## src/sv/tctw_pkg.sv

```systemverilog
// Shared types and constants for the text cell terminal writer.
package tctw_pkg;

  localparam int COLS_DEF        = 80;
  localparam int ROWS_DEF        = 25;
  localparam int QUEUE_DEPTH_DEF = 2;

  localparam int CHAR_W  = 8;
  localparam int CELL_W  = 7;
  localparam int RROW_W  = 5;
  localparam int RCOL_W  = 7;
  localparam int OCOL_W  = 7;
  localparam int OROW_W  = 5;
  localparam int WIDTH_W = 12;

  localparam logic [WIDTH_W-1:0] WIDTH_RESET = 12'd600;

  localparam int AVG_CHAR_PX    = 10;
  localparam int WRAP_MARGIN_PX = 40;

  localparam logic [CHAR_W-1:0] CH_BS    = 8'd8;
  localparam logic [CHAR_W-1:0] CH_LF    = 8'd10;
  localparam logic [CHAR_W-1:0] CH_CR    = 8'd13;
  localparam logic [CHAR_W-1:0] CH_SPACE = 8'd32;
  localparam logic [CHAR_W-1:0] CH_DEL   = 8'd127;

  localparam logic [CELL_W-1:0] BLANK_CELL = 7'd32;
  localparam logic [CELL_W-1:0] ZERO_CELL  = 7'd0;

  localparam logic OP_WRITE = 1'b0;
  localparam logic OP_READ  = 1'b1;

  typedef enum logic [2:0] {
    K_READ,
    K_NEWLINE,
    K_RETURN,
    K_BACKSPACE,
    K_PRINT,
    K_IGNORE
  } cmd_kind_t;

  typedef struct packed {
    cmd_kind_t         kind;
    logic [CELL_W-1:0] chr;
    logic [RROW_W-1:0] rrow;
    logic [RCOL_W-1:0] rcol;
  } cmd_t;

endpackage

```

## src/sv/tctw_front.sv

```systemverilog
// Front end: accepts words and sorts each byte into a command for the back end.
module tctw_front import tctw_pkg::*; (
  input  logic              start,
  input  logic              in_op,
  input  logic [CHAR_W-1:0] in_char_code,
  input  logic [RROW_W-1:0] in_read_row,
  input  logic [RCOL_W-1:0] in_read_col,
  input  logic              q_full,
  input  logic              clearing,
  output logic              busy,
  output logic              push,
  output cmd_t              push_cmd
);

  assign busy = q_full | clearing;
  assign push = start & ~busy;

  always_comb begin
    push_cmd.chr  = in_char_code[CELL_W-1:0];
    push_cmd.rrow = in_read_row;
    push_cmd.rcol = in_read_col;
    priority if (in_op == OP_READ) begin
      push_cmd.kind = K_READ;
    end else if (in_char_code == CH_LF) begin
      push_cmd.kind = K_NEWLINE;
    end else if (in_char_code == CH_CR) begin
      push_cmd.kind = K_RETURN;
    end else if (in_char_code == CH_BS) begin
      push_cmd.kind = K_BACKSPACE;
    end else if (in_char_code >= CH_SPACE && in_char_code < CH_DEL) begin
      push_cmd.kind = K_PRINT;
    end else begin
      push_cmd.kind = K_IGNORE;
    end
  end

endmodule

```

## config.mk

```make
export PLATFORM = sky130hd
export DESIGN_NAME = tctw_front
export DESIGN_NICKNAME = d
export VERILOG_FILES = /design/src/sv/tctw_pkg.sv /design/src/sv/tctw_front.sv
export SDC_FILE = /design/constraint.sdc
export NUM_CORES = 1
export LEC_CHECK = 0
export BUFFER_PORTS_ARGS = -buffer_cell sky130_fd_sc_hd__buf_4
export CELL_PAD_IN_SITES_DETAIL_PLACEMENT = 0
export CELL_PAD_IN_SITES_GLOBAL_PLACEMENT = 1
export CORE_MARGIN = 2
export CORE_UTILIZATION = 12
export DETAILED_ROUTE_END_ITERATION = 10
export PLACE_DENSITY = 0.8
export SLEW_MARGIN = 0
export SYNTH_ARGS = -nofsm -noshare
export SYNTH_HDL_FRONTEND = slang
export SYNTH_SLANG_ARGS = --single-unit
```

## constraint.sdc

```tcl
create_clock -name vclk -period 0.8
set_input_delay 0.08 -clock vclk [all_inputs]
set_output_delay 0.08 -clock vclk [all_outputs]
set_load 0.05 [all_outputs]
```

==> metrics <==
hold slack between 150 and 200 ps; flip-flop and latch area 0 um2; Non-Filler Instances 76; static leakage power 0.206 nW; IO Port Bufs 24; Post-Syn Nets 61; DIE AREA 2390 um2; critical path arrival 1040 ps; Std-Cell Rows 16; PwrDens 662 nW/um2; number of diodes 0; HP Class input port to primary output; total power approximately 330 uW; GRT Total Usage between 5 and 6%; leading post-synthesis cells by cell area buf_4 (59%), nor2_1 (7.8%), a221oi_2 (6.2%), nand3_1 (4.1%), a2111oi_0 (3.6%); Critical Path Sink Type primary output; die width around 49 um; top-area cell type share of the netlist area 59.1%; Vias per Instance between 3 and 4; Max Slew Vio Count 0; Avg Synthesized Cell Area 6.53 um2; gr ovfl total 0; initial detailed-routing violation count 0; Area after DPL 429 um2; failing checks setup timing; Slew @ Worst Pin between 200 and 300 ps; status finished, violations left; Mapped Area 241 um2; Pint ~140 uW; Post-DP HPWL 636 um; crit-path max FO 2; Starting Density 12.6%; die height 48.9 um; cell taking the most area after synthesis buf_4; layout cells sized above 1 between 80% and 90%; final instance area 494 um2; largest net degree at the start of global routing 5; yosys warns 0; IO Pins between 40 and 50; crit path launch type input port; total core area 1920 um2; setup ws final -320 ps; gpl congestion 0.751; Layout area overhead 105%; final wirelength ~730 um; clk_buf instances 0; vias in the first global route 297; Rel. slew slack 82.7%; Final nets 75; first-pass GRT wire length 1160 um; initial antenna violation count 0; max frequency 893 MHz; placed insts 76; setup violators final 3; post-route ant nets 0; Clk pwr share 0%; Sw Ratio 57.3%; Seq cells 0; RSZ-0062 raised after global routing yes; Worst Path Required ~720 ps; WL/cell 9.54 um; cells after synthesis 37; final worst path period share 140%; worst vdd ir 0.000217 V; Post-CTS Hold Fix Bufs 0; Setup CP Type input port to primary output; residual DRC count 0; minimum clock period 1120 ps; Seq pwr share 0%; Hold Vio Cnt, Final 0; via count ~260; post-synthesis sequential area ratio 0%; Max Cap Viol 0; Synth cell types 13; drt first pass iters 1; sw power 187 uW; Comb power frac 100.0%
==> final timing paths <==
check | slack, ps | end | startpoint | cells past startpoint
max | -320 | push_cmd[19] | in_char_code[6] | 5
min | 160 | push_cmd[6] | in_read_col[6] | 0
==> metrics by stage <==
step	utilization (%)	TNS, ps	setup slack [ps]
after floorplan	-	-690	-364
after global placement	22.3	-1180	-411
after detailed placement	22.3	-1270	-437
after CTS	25.3	-767	-332
after global routing	25.7	-891	-350
final	25.7	-737	-320
==> critical path: stages <==
cell and delay [ps]:
buf_6 70, nand2_2 40, or3_4 380, a221oi_4 270, buf_6 190
==> final cells by class <==
| type | count | area, um2 |
|---|---|---|
| timing repair buffer | 31 | 270 |
| multi-input combinational | 17 | 186 |
| inverter | 1 | 3.75 |
| fill | 232 | 1430 |
| tap | 27 | 33.8 |
==> cells in the final DEF (no fill, tap or decap) <==
cell type  netlist  routed
a2111oi_4        0       1
a21oi_4          0       1
a221oi_4         0       1
and3_4           0       1
buf_4           19      22
buf_6            0       8
buf_8            0       1
inv_1            1       1
nand2_2          0       2
nand3_2          0       2
nor2_1           5       2
nor2_4           0       3
o21ai_1          0       1
or2_1            1       1
or2_4            0       1
or3_4            0       1
==> logic make-up after synthesis <==
family / Yosys count / synth area share, %
compound gates: 4 / 14.0
buf+inv: 20 / 60.6
simple gates: 13 / 25.4
==> power groups by stage <==
| stage | registers, mW | clock network [mW] | logic, mW |
|---|---|---|---|
| 6_report | 0 | 0 | 0.327 |
| 5_1_grt | 0 | 0 | 0.343 |
| 4_1_cts | 0 | 0 | 0.326 |
| 3_5_place_dp | 0 | 0 | 0.298 |
| 3_3_place_gp | 0 | 0 | 0.294 |
| 2_1_floorplan | 0 | 0 | 0.344 |
==> timing repair <==
action	CTS	global route
resized for setup	17	2
pin swaps	7	2
buffers inserted	0	0
setup endpoints to repair	4	4
==> per-layer routing <==
metal  up-vias  wire [um]  global-route usage (%)
met2        20        428                    11.6
met1       114        237                    6.30
met5         -          0                       0
met4         0          2                   0.476
met3         2         57                    1.23
li1        127          -                       -
==> Yosys cell counts, drive strengths merged <==
cell type / count
nand3: 2
inv: 1
buf: 19
or2: 2
and3: 1
a221oi: 1
a21oi: 1
nand2: 2
o21ai: 1
a2111oi: 1
or3: 1
nor2: 5
Note: power is estimated with default switching activity, not from simulation.
