**config.mk**
```make
export PLATFORM = sky130hd
export DESIGN_NAME = tctw_queue
export DESIGN_NICKNAME = d
export VERILOG_FILES = /design/src/sv/tctw_pkg.sv /design/src/sv/tctw_queue.sv
export SDC_FILE = /design/constraint.sdc
export NUM_CORES = 1
export LEC_CHECK = 0
export BUFFER_PORTS_ARGS = -buffer_cell sky130_fd_sc_hd__buf_2
export CAP_MARGIN = 20
export CORE_ASPECT_RATIO = 1.1
export CORE_MARGIN = 2
export CORE_UTILIZATION = 35
export CTS_CLUSTER_DIAMETER = 40
export CTS_CLUSTER_SIZE = 14
export DETAILED_ROUTE_END_ITERATION = 10
export GPL_ROUTABILITY_DRIVEN = 0
export PLACE_DENSITY = 0.64
export SLEW_MARGIN = 20
export SYNTH_ARGS = -nofsm -noshare
export SYNTH_HDL_FRONTEND = slang
export SYNTH_SLANG_ARGS = --single-unit
export TNS_END_PERCENT = 100
```
**constraint.sdc**
```tcl
create_clock -name clk -period 1.8 [get_ports clk]
set_clock_uncertainty 0.05 [all_clocks]
set_input_delay 0.18 -clock clk [delete_from_list [all_inputs] [get_ports clk]]
set_output_delay 0.18 -clock clk [all_outputs]
set_load 0.005 [all_outputs]
```
**src/sv/tctw_pkg.sv**
```systemverilog
// Shared types and constants for the text cell terminal writer.
package tctw_pkg;

  localparam int COLS_DEF        = 80;
  localparam int ROWS_DEF        = 25;
  localparam int QUEUE_DEPTH_DEF = 2;

  localparam int CHAR_W  = 8;
  localparam int CELL_W  = 7;
  localparam int RROW_W  = 5;
  localparam int RCOL_W  = 7;
  localparam int OCOL_W  = 7;
  localparam int OROW_W  = 5;
  localparam int WIDTH_W = 12;

  localparam logic [WIDTH_W-1:0] WIDTH_RESET = 12'd600;

  localparam int AVG_CHAR_PX    = 10;
  localparam int WRAP_MARGIN_PX = 40;

  localparam logic [CHAR_W-1:0] CH_BS    = 8'd8;
  localparam logic [CHAR_W-1:0] CH_LF    = 8'd10;
  localparam logic [CHAR_W-1:0] CH_CR    = 8'd13;
  localparam logic [CHAR_W-1:0] CH_SPACE = 8'd32;
  localparam logic [CHAR_W-1:0] CH_DEL   = 8'd127;

  localparam logic [CELL_W-1:0] BLANK_CELL = 7'd32;
  localparam logic [CELL_W-1:0] ZERO_CELL  = 7'd0;

  localparam logic OP_WRITE = 1'b0;
  localparam logic OP_READ  = 1'b1;

  typedef enum logic [2:0] {
    K_READ,
    K_NEWLINE,
    K_RETURN,
    K_BACKSPACE,
    K_PRINT,
    K_IGNORE
  } cmd_kind_t;

  typedef struct packed {
    cmd_kind_t         kind;
    logic [CELL_W-1:0] chr;
    logic [RROW_W-1:0] rrow;
    logic [RCOL_W-1:0] rcol;
  } cmd_t;

endpackage

```
**src/sv/tctw_queue.sv**
```systemverilog
// Short command queue between the front end and the back end.
module tctw_queue import tctw_pkg::*; #(
  parameter int DEPTH = QUEUE_DEPTH_DEF
) (
  input  logic clk,
  input  logic rst_n,
  input  logic push,
  input  cmd_t push_cmd,
  input  logic pop,
  output cmd_t head,
  output logic empty,
  output logic full
);

  localparam int IDX_W = (DEPTH > 1) ? $clog2(DEPTH) : 1;
  localparam int CNT_W = $clog2(DEPTH + 1);
  localparam logic [IDX_W-1:0] LAST_IDX = IDX_W'(DEPTH - 1);

  cmd_t             slot_r [DEPTH];
  logic [IDX_W-1:0] wr_ptr_r, wr_ptr_nxt;
  logic [IDX_W-1:0] rd_ptr_r, rd_ptr_nxt;
  logic [CNT_W-1:0] count_r, count_nxt;

  assign empty = (count_r == '0);
  assign full  = (count_r == CNT_W'(DEPTH));
  assign head  = slot_r[rd_ptr_r];

  always_comb begin
    wr_ptr_nxt = wr_ptr_r;
    rd_ptr_nxt = rd_ptr_r;
    count_nxt  = count_r;
    if (push) begin
      wr_ptr_nxt = (wr_ptr_r == LAST_IDX) ? '0 : wr_ptr_r + 1'b1;
    end
    if (pop) begin
      rd_ptr_nxt = (rd_ptr_r == LAST_IDX) ? '0 : rd_ptr_r + 1'b1;
    end
    unique case ({push, pop})
      2'b10:   count_nxt = count_r + 1'b1;
      2'b01:   count_nxt = count_r - 1'b1;
      default: count_nxt = count_r;
    endcase
  end

  always_ff @(posedge clk) begin
    if (!rst_n) begin
      wr_ptr_r <= '0;
      rd_ptr_r <= '0;
      count_r  <= '0;
    end else begin
      wr_ptr_r <= wr_ptr_nxt;
      rd_ptr_r <= rd_ptr_nxt;
      count_r  <= count_nxt;
    end
  end

  always_ff @(posedge clk) begin
    if (push) begin
      slot_r[wr_ptr_r] <= push_cmd;
    end
  end

endmodule

```
==> results of run 1 <==
flip-flops by register name, summed over array words and instances, names as in the netlist, named ones only:
register / flops
wr_ptr_r: 1
count_r: 2
slot_r: 44
rd_ptr_r: 1
critical path, cell delays in order (launching register included):
cell and delay (ns):
dfxtp_1 0.33, buf_4 0.21, mux2_2 0.36, buf_2 0.13
layout make-up:
type                            count  area share (%)
Timing Repair Buffer               54           12.70
Sequential cell                    49           63.86
Inverter                            1          0.1686
Clock buffer                        6           3.260
Tap cell                           58           3.260
Clock inverter                      2          0.4497
Multi-Input combinational cell     38           16.30
path summary, 6_finish.rpt:
kind / start / endpoint / slack (ns) / cells after the start
worst max-delay path: flop / head[7] / 0.25 / 3
worst min-delay path: push_cmd[3] / slot_r[0][3] / 0.02 / 1
worst max register to register: wr_ptr_r / slot_r[1][17] / 0.63 / 2
worst min register to register: count_r[1] / count_r[1] / 0.47 / 2
where the power goes:
group | leakage (nW) | total (mW) | switching (mW) | internal [mW]
Clock | 0.0450 | 0.591 | 0.322 | 0.269
Sequential | 0.454 | 1.33 | 0.0210 | 1.31
Combinational | 0.353 | 0.254 | 0.114 | 0.140
Total | 0.852 | 2.17 | 0.457 | 1.72
logic make-up after synthesis:
kind of cell	share of synthesized area, %
muxes	13.80
DFF	79.16
buffers and inverters	0.7664
xor gates and xnor gates	1.464
adders and majority gates	0.6968
AOI/OAI and AO/OA	1.115
and+or+nand+nor	2.997
layer usage:
metal	wire, µm	vias up	track usage [%]
li1	-	458	-
met1	1134	471	11.91
met2	1684	25	21.10
met3	136	8	3.553
met4	92	0	6.981
met5	0	-	0
synth_stat cells:
master,number
edfxtp_1,44
mux2_2,22
dfxtp_1,5
and2_1,4
buf_2,2
nor2_1,2
xnor2_1,2
a21boi_1,1
and2b_2,1
ha_1,1
inv_1,1
nor2b_1,1
o21a_1,1
o21ai_0,1
or3_1,1
xor2_1,1
==> results.yml, run 1 <==
status:
  status: "completed"
finish:
  regArea_mm2: 0.001421
  nets: 176
  fillers: 458
  final_cell_mix: "49 x buf_2, 44 x edfxtp_1, 22 x mux2_2"
  final_common_cell: "buf_2"
  multi_input_area_um2: 362.8
  final_area_mm2: 0.002226
  area_growth_pct: 23.97
  layout-drive-gt1-share_pct: 56.67
  stdcell_count: 208
  finish.utilization_pct: 44.82
  n_antenna_cell: 0
timing:
  tns_ns: 0
  hold_viol_final: 0
  worstMarginPinSlew_ns: 0.3044
  max_clock_freq_ghz: 0.6455
  setup_viol: 0
  rsz0062_at_grt: "no"
  slew_viol_final: 0
  slew_headroom_pct: 79.71
  timing.final.crit_share_pct: 86.07
  period_needed_ns: 1.549
  fin_ws_ns: 0.2507
  holdWs_ns: 0.02447
synth:
  yosysTopAreaCellShare_pct: 73.59
  yosysTopAreaCell: "edfxtp_1"
  synth-seq-cells: 49
  synth_sequential_area_ratio_pct: 79.16
  syn_inst: 90
  syn_avg_cell_area_um2: 19.95
  ys_warn_count: 0
  syn_nets: 117
  ys_types: 16
  ys_top_cells_by_area: "edfxtp_1 74%, mux2_2 14%, dfxtp_1 5.6%, and2_1 1.4%, xnor2_1 0.98%"
  syn-cell-area_mm2: 0.001795
route:
  drt_iter0_markers: 44
  wl_per_cell_um: 14.65
  dr_total_vias: 962
  drc_errors: 0
  firstDrtPassIters: 4
  vias_per_cell: 4.625
  antenna_left: 0
  routed_wl_um: 3047
clock_tree:
  cts_buffer_depth: 2
  cts.clk_slew.worst_paths_ns: 0.08
  post_cts_buffers: 0
  cts_tree: "yes"
  clock-root-buffer: "clkbuf_8"
  htreeDepth: 2
  numCtsBuffers: 5
  numClockSinks: 49
  cts_hold_buf: 0
  cts.repair.resized: 0
  clock_latency_ns: 0.28
placement:
  place_ws_ns: 0.4878
  dp_hpwl_um: 2204
  post_dp_cell_area_mm2: 0.002143
  placedCellCount: 200
  io_buffer_count: 49
grt:
  track_usage_pct: 11.81
  grt_max_degree: 23
  first_global_vias: 1105
  grt_overflow_total: 0
  grt_pass1_wl_um: 4988
  antenna_found_initial: 0
floorplan:
  io_pins: 50
  die_w_um: 72.29
  start_util_pct: 36.16
  dieArea_mm2: 0.005720
  fp.dieH_um: 79.12
  num_rows: 27
  core_area_mm2: 0.004966
pwr:
  p_leak_nw: 0.8521
  power.total_mw: 2.173
  max-vdd-ir-drop_mv: 0.3943
  powerDensity_mw_per_mm2: 976.5
min_path:
  hold_path.class: "primary input to flop"
setup_path:
  crit_required_ns: 1.57
  critPathCaptureType: "primary output"
  path_max_fanout: 12
  worst-setup-path-type: "flop to primary output"
  start_kind: "flop"
  crit_arrival_ns: 1.32
run:
  maxCapViolations: 0
(Power assumes the default switching activity.)
==> inputs of run 2 (changes only) <==
--- a/config.mk
+++ b/config.mk
@@ -5,7 +5,7 @@
 export SDC_FILE = /design/constraint.sdc
 export NUM_CORES = 1
 export LEC_CHECK = 0
-export BUFFER_PORTS_ARGS = -buffer_cell sky130_fd_sc_hd__buf_2
+export BUFFER_PORTS_ARGS = -buffer_cell sky130_fd_sc_hd__buf_4
 export CAP_MARGIN = 20
 export CORE_ASPECT_RATIO = 1.1
 export CORE_MARGIN = 2
==> run 2 against run 1 <==
  * Non-clock buffer count up 3
  * Register-to-register slack better by 0.07 ns
  * Die area unchanged
  * Wire length up 0.98%
  * Highest routed layer unchanged
==> results.yml, run 2 (synthesis gave the netlist of run 1 again) <==
floorplan:
  die_w_um: 72.29
  fp.dieH_um: 79.12
  core_area_mm2: 0.004966
  num_rows: 27
  io_pins: 50
  start_util_pct: 36.16
  dieArea_mm2: 0.005720
clock_tree:
  cts_tree: "yes"
  htreeDepth: 2
  numCtsBuffers: 5
  cts.repair.resized: 0
  clock-root-buffer: "clkbuf_8"
  cts_buffer_depth: 2
  cts.clk_slew.worst_paths_ns: 0.08
  clock_latency_ns: 0.29
  post_cts_buffers: 0
  numClockSinks: 49
  cts_hold_buf: 0
setup_path:
  cp_top_family: "multiplexers"
  crit_slowest_cell: "mux2_2"
  start_kind: "flop"
  cp_cell_sequence: "buf_4 -> mux2_2 -> buf_4"
  critPathMostFrequentCell: "buf_4"
  crit_arrival_ns: 1.33
  crit_required_ns: 1.57
  worst-setup-path-type: "flop to primary output"
  critPathMaxStageDelay_ns: 0.37
  critPathBufInv: 2
  path_max_fanout: 12
  critPathCaptureType: "primary output"
route:
  dr_total_vias: 956
  drc_errors: 0
  drt_iter0_markers: 68
  antenna_left: 0
  wl_per_cell_um: 14.58
  routed_wl_um: 3077
  firstDrtPassIters: 3
  vias_per_cell: 4.531
placement:
  io_buffer_count: 49
  dp_hpwl_um: 2238
  post_dp_cell_area_mm2: 0.002273
  placedCellCount: 201
  place_ws_ns: 0.4753
finish:
  layout-drive-gt1-share_pct: 56.86
  stdcell_count: 211
  area_growth_pct: 33.38
  regMostFlops: "slot_r"
  final_cell_mix: "55 x buf_4, 44 x edfxtp_1, 22 x mux2_2"
  final_common_cell: "buf_4"
  finish.utilization_pct: 48.22
  largest_reg_flops: 44
  reg_top3: "slot_r (44), count_r (2)"
  nets: 179
  final_area_mm2: 0.002395
  n_antenna_cell: 0
grt:
  antenna_found_initial: 0
  use_met3_pct: 2.792
  first_global_vias: 1094
  grt_overflow_total: 0
  grt.met2_usage_pct: 21.38
  grtUsageMet1_pct: 12.91
  track_usage_pct: 11.95
  busiest_layer: "met2"
  grt_max_degree: 15
  grt_pass1_wl_um: 5037
timing:
  slew_headroom_pct: 88.63
  rsz0062_at_grt: "no"
  hold_viol_final: 0
  fin_ws_ns: 0.2437
  period_needed_ns: 1.556
  setup_viol: 0
  worstMarginPinSlew_ns: 0.1688
  tns_ns: 0
  timing.final.crit_share_pct: 86.46
  holdWs_ns: 0.02080
  slew_viol_final: 0
  max_clock_freq_ghz: 0.6426
pwr:
  powerDensity_mw_per_mm2: 964.4
  p_leak_nw: 0.9172
  power.total_mw: 2.310
  max-vdd-ir-drop_mv: 0.4415
status:
  status: "completed"
min_path:
  hold_path.class: "primary input to flop"
run:
  maxCapViolations: 0
==> run 2: cell count changes in the layout (fill, tap and decap cells not counted) <==
cell / previous run / this run
clkbuf_1: 1 / 0
clkinv_2: 2 / 1
clkbuf_8: 5 / 7
buf_4: 5 / 55
buf_2: 49 / 0
dlygate4sd3_1: 0 / 2
==> run 2: final timing paths <==
kind	end	start	cells past startpoint	slack (ns)
worst max-delay path	head[4]	flop	3	0.24
worst min register to register	count_r[1]	count_r[1]	2	0.49
worst min-delay path	slot_r[1][12]	push_cmd[12]	1	0.02
worst max register to register	count_r[1]	count_r[0]	3	0.70
==> run 2: area by class of cell <==
cell class                      instances  area, µm²
Inverter                                1      3.754
Sequential cell                        49       1421
Clock inverter                          1      5.005
Clock buffer                            7      96.34
Multi-Input combinational cell         38      362.8
Timing Repair Buffer                   57      432.9
Fill cell                             423       2571
Tap cell                               58      72.57
==> run 2: layer usage <==
| layer | up-vias | wire (µm) |
|---|---|---|
| met5 | - | 0 |
| met4 | 0 | 50 |
| met3 | 4 | 118 |
| met2 | 23 | 1763 |
| met1 | 465 | 1144 |
| li1 | 464 | - |
==> run 2: report_power, final <==
| group | internal [mW] | switching, mW | total (mW) |
|---|---|---|---|
| combinational | 0.188 | 0.119 | 0.308 |
| clock | 0.347 | 0.327 | 0.674 |
| sequential | 1.31 | 0.0206 | 1.33 |
| total | 1.84 | 0.467 | 2.31 |
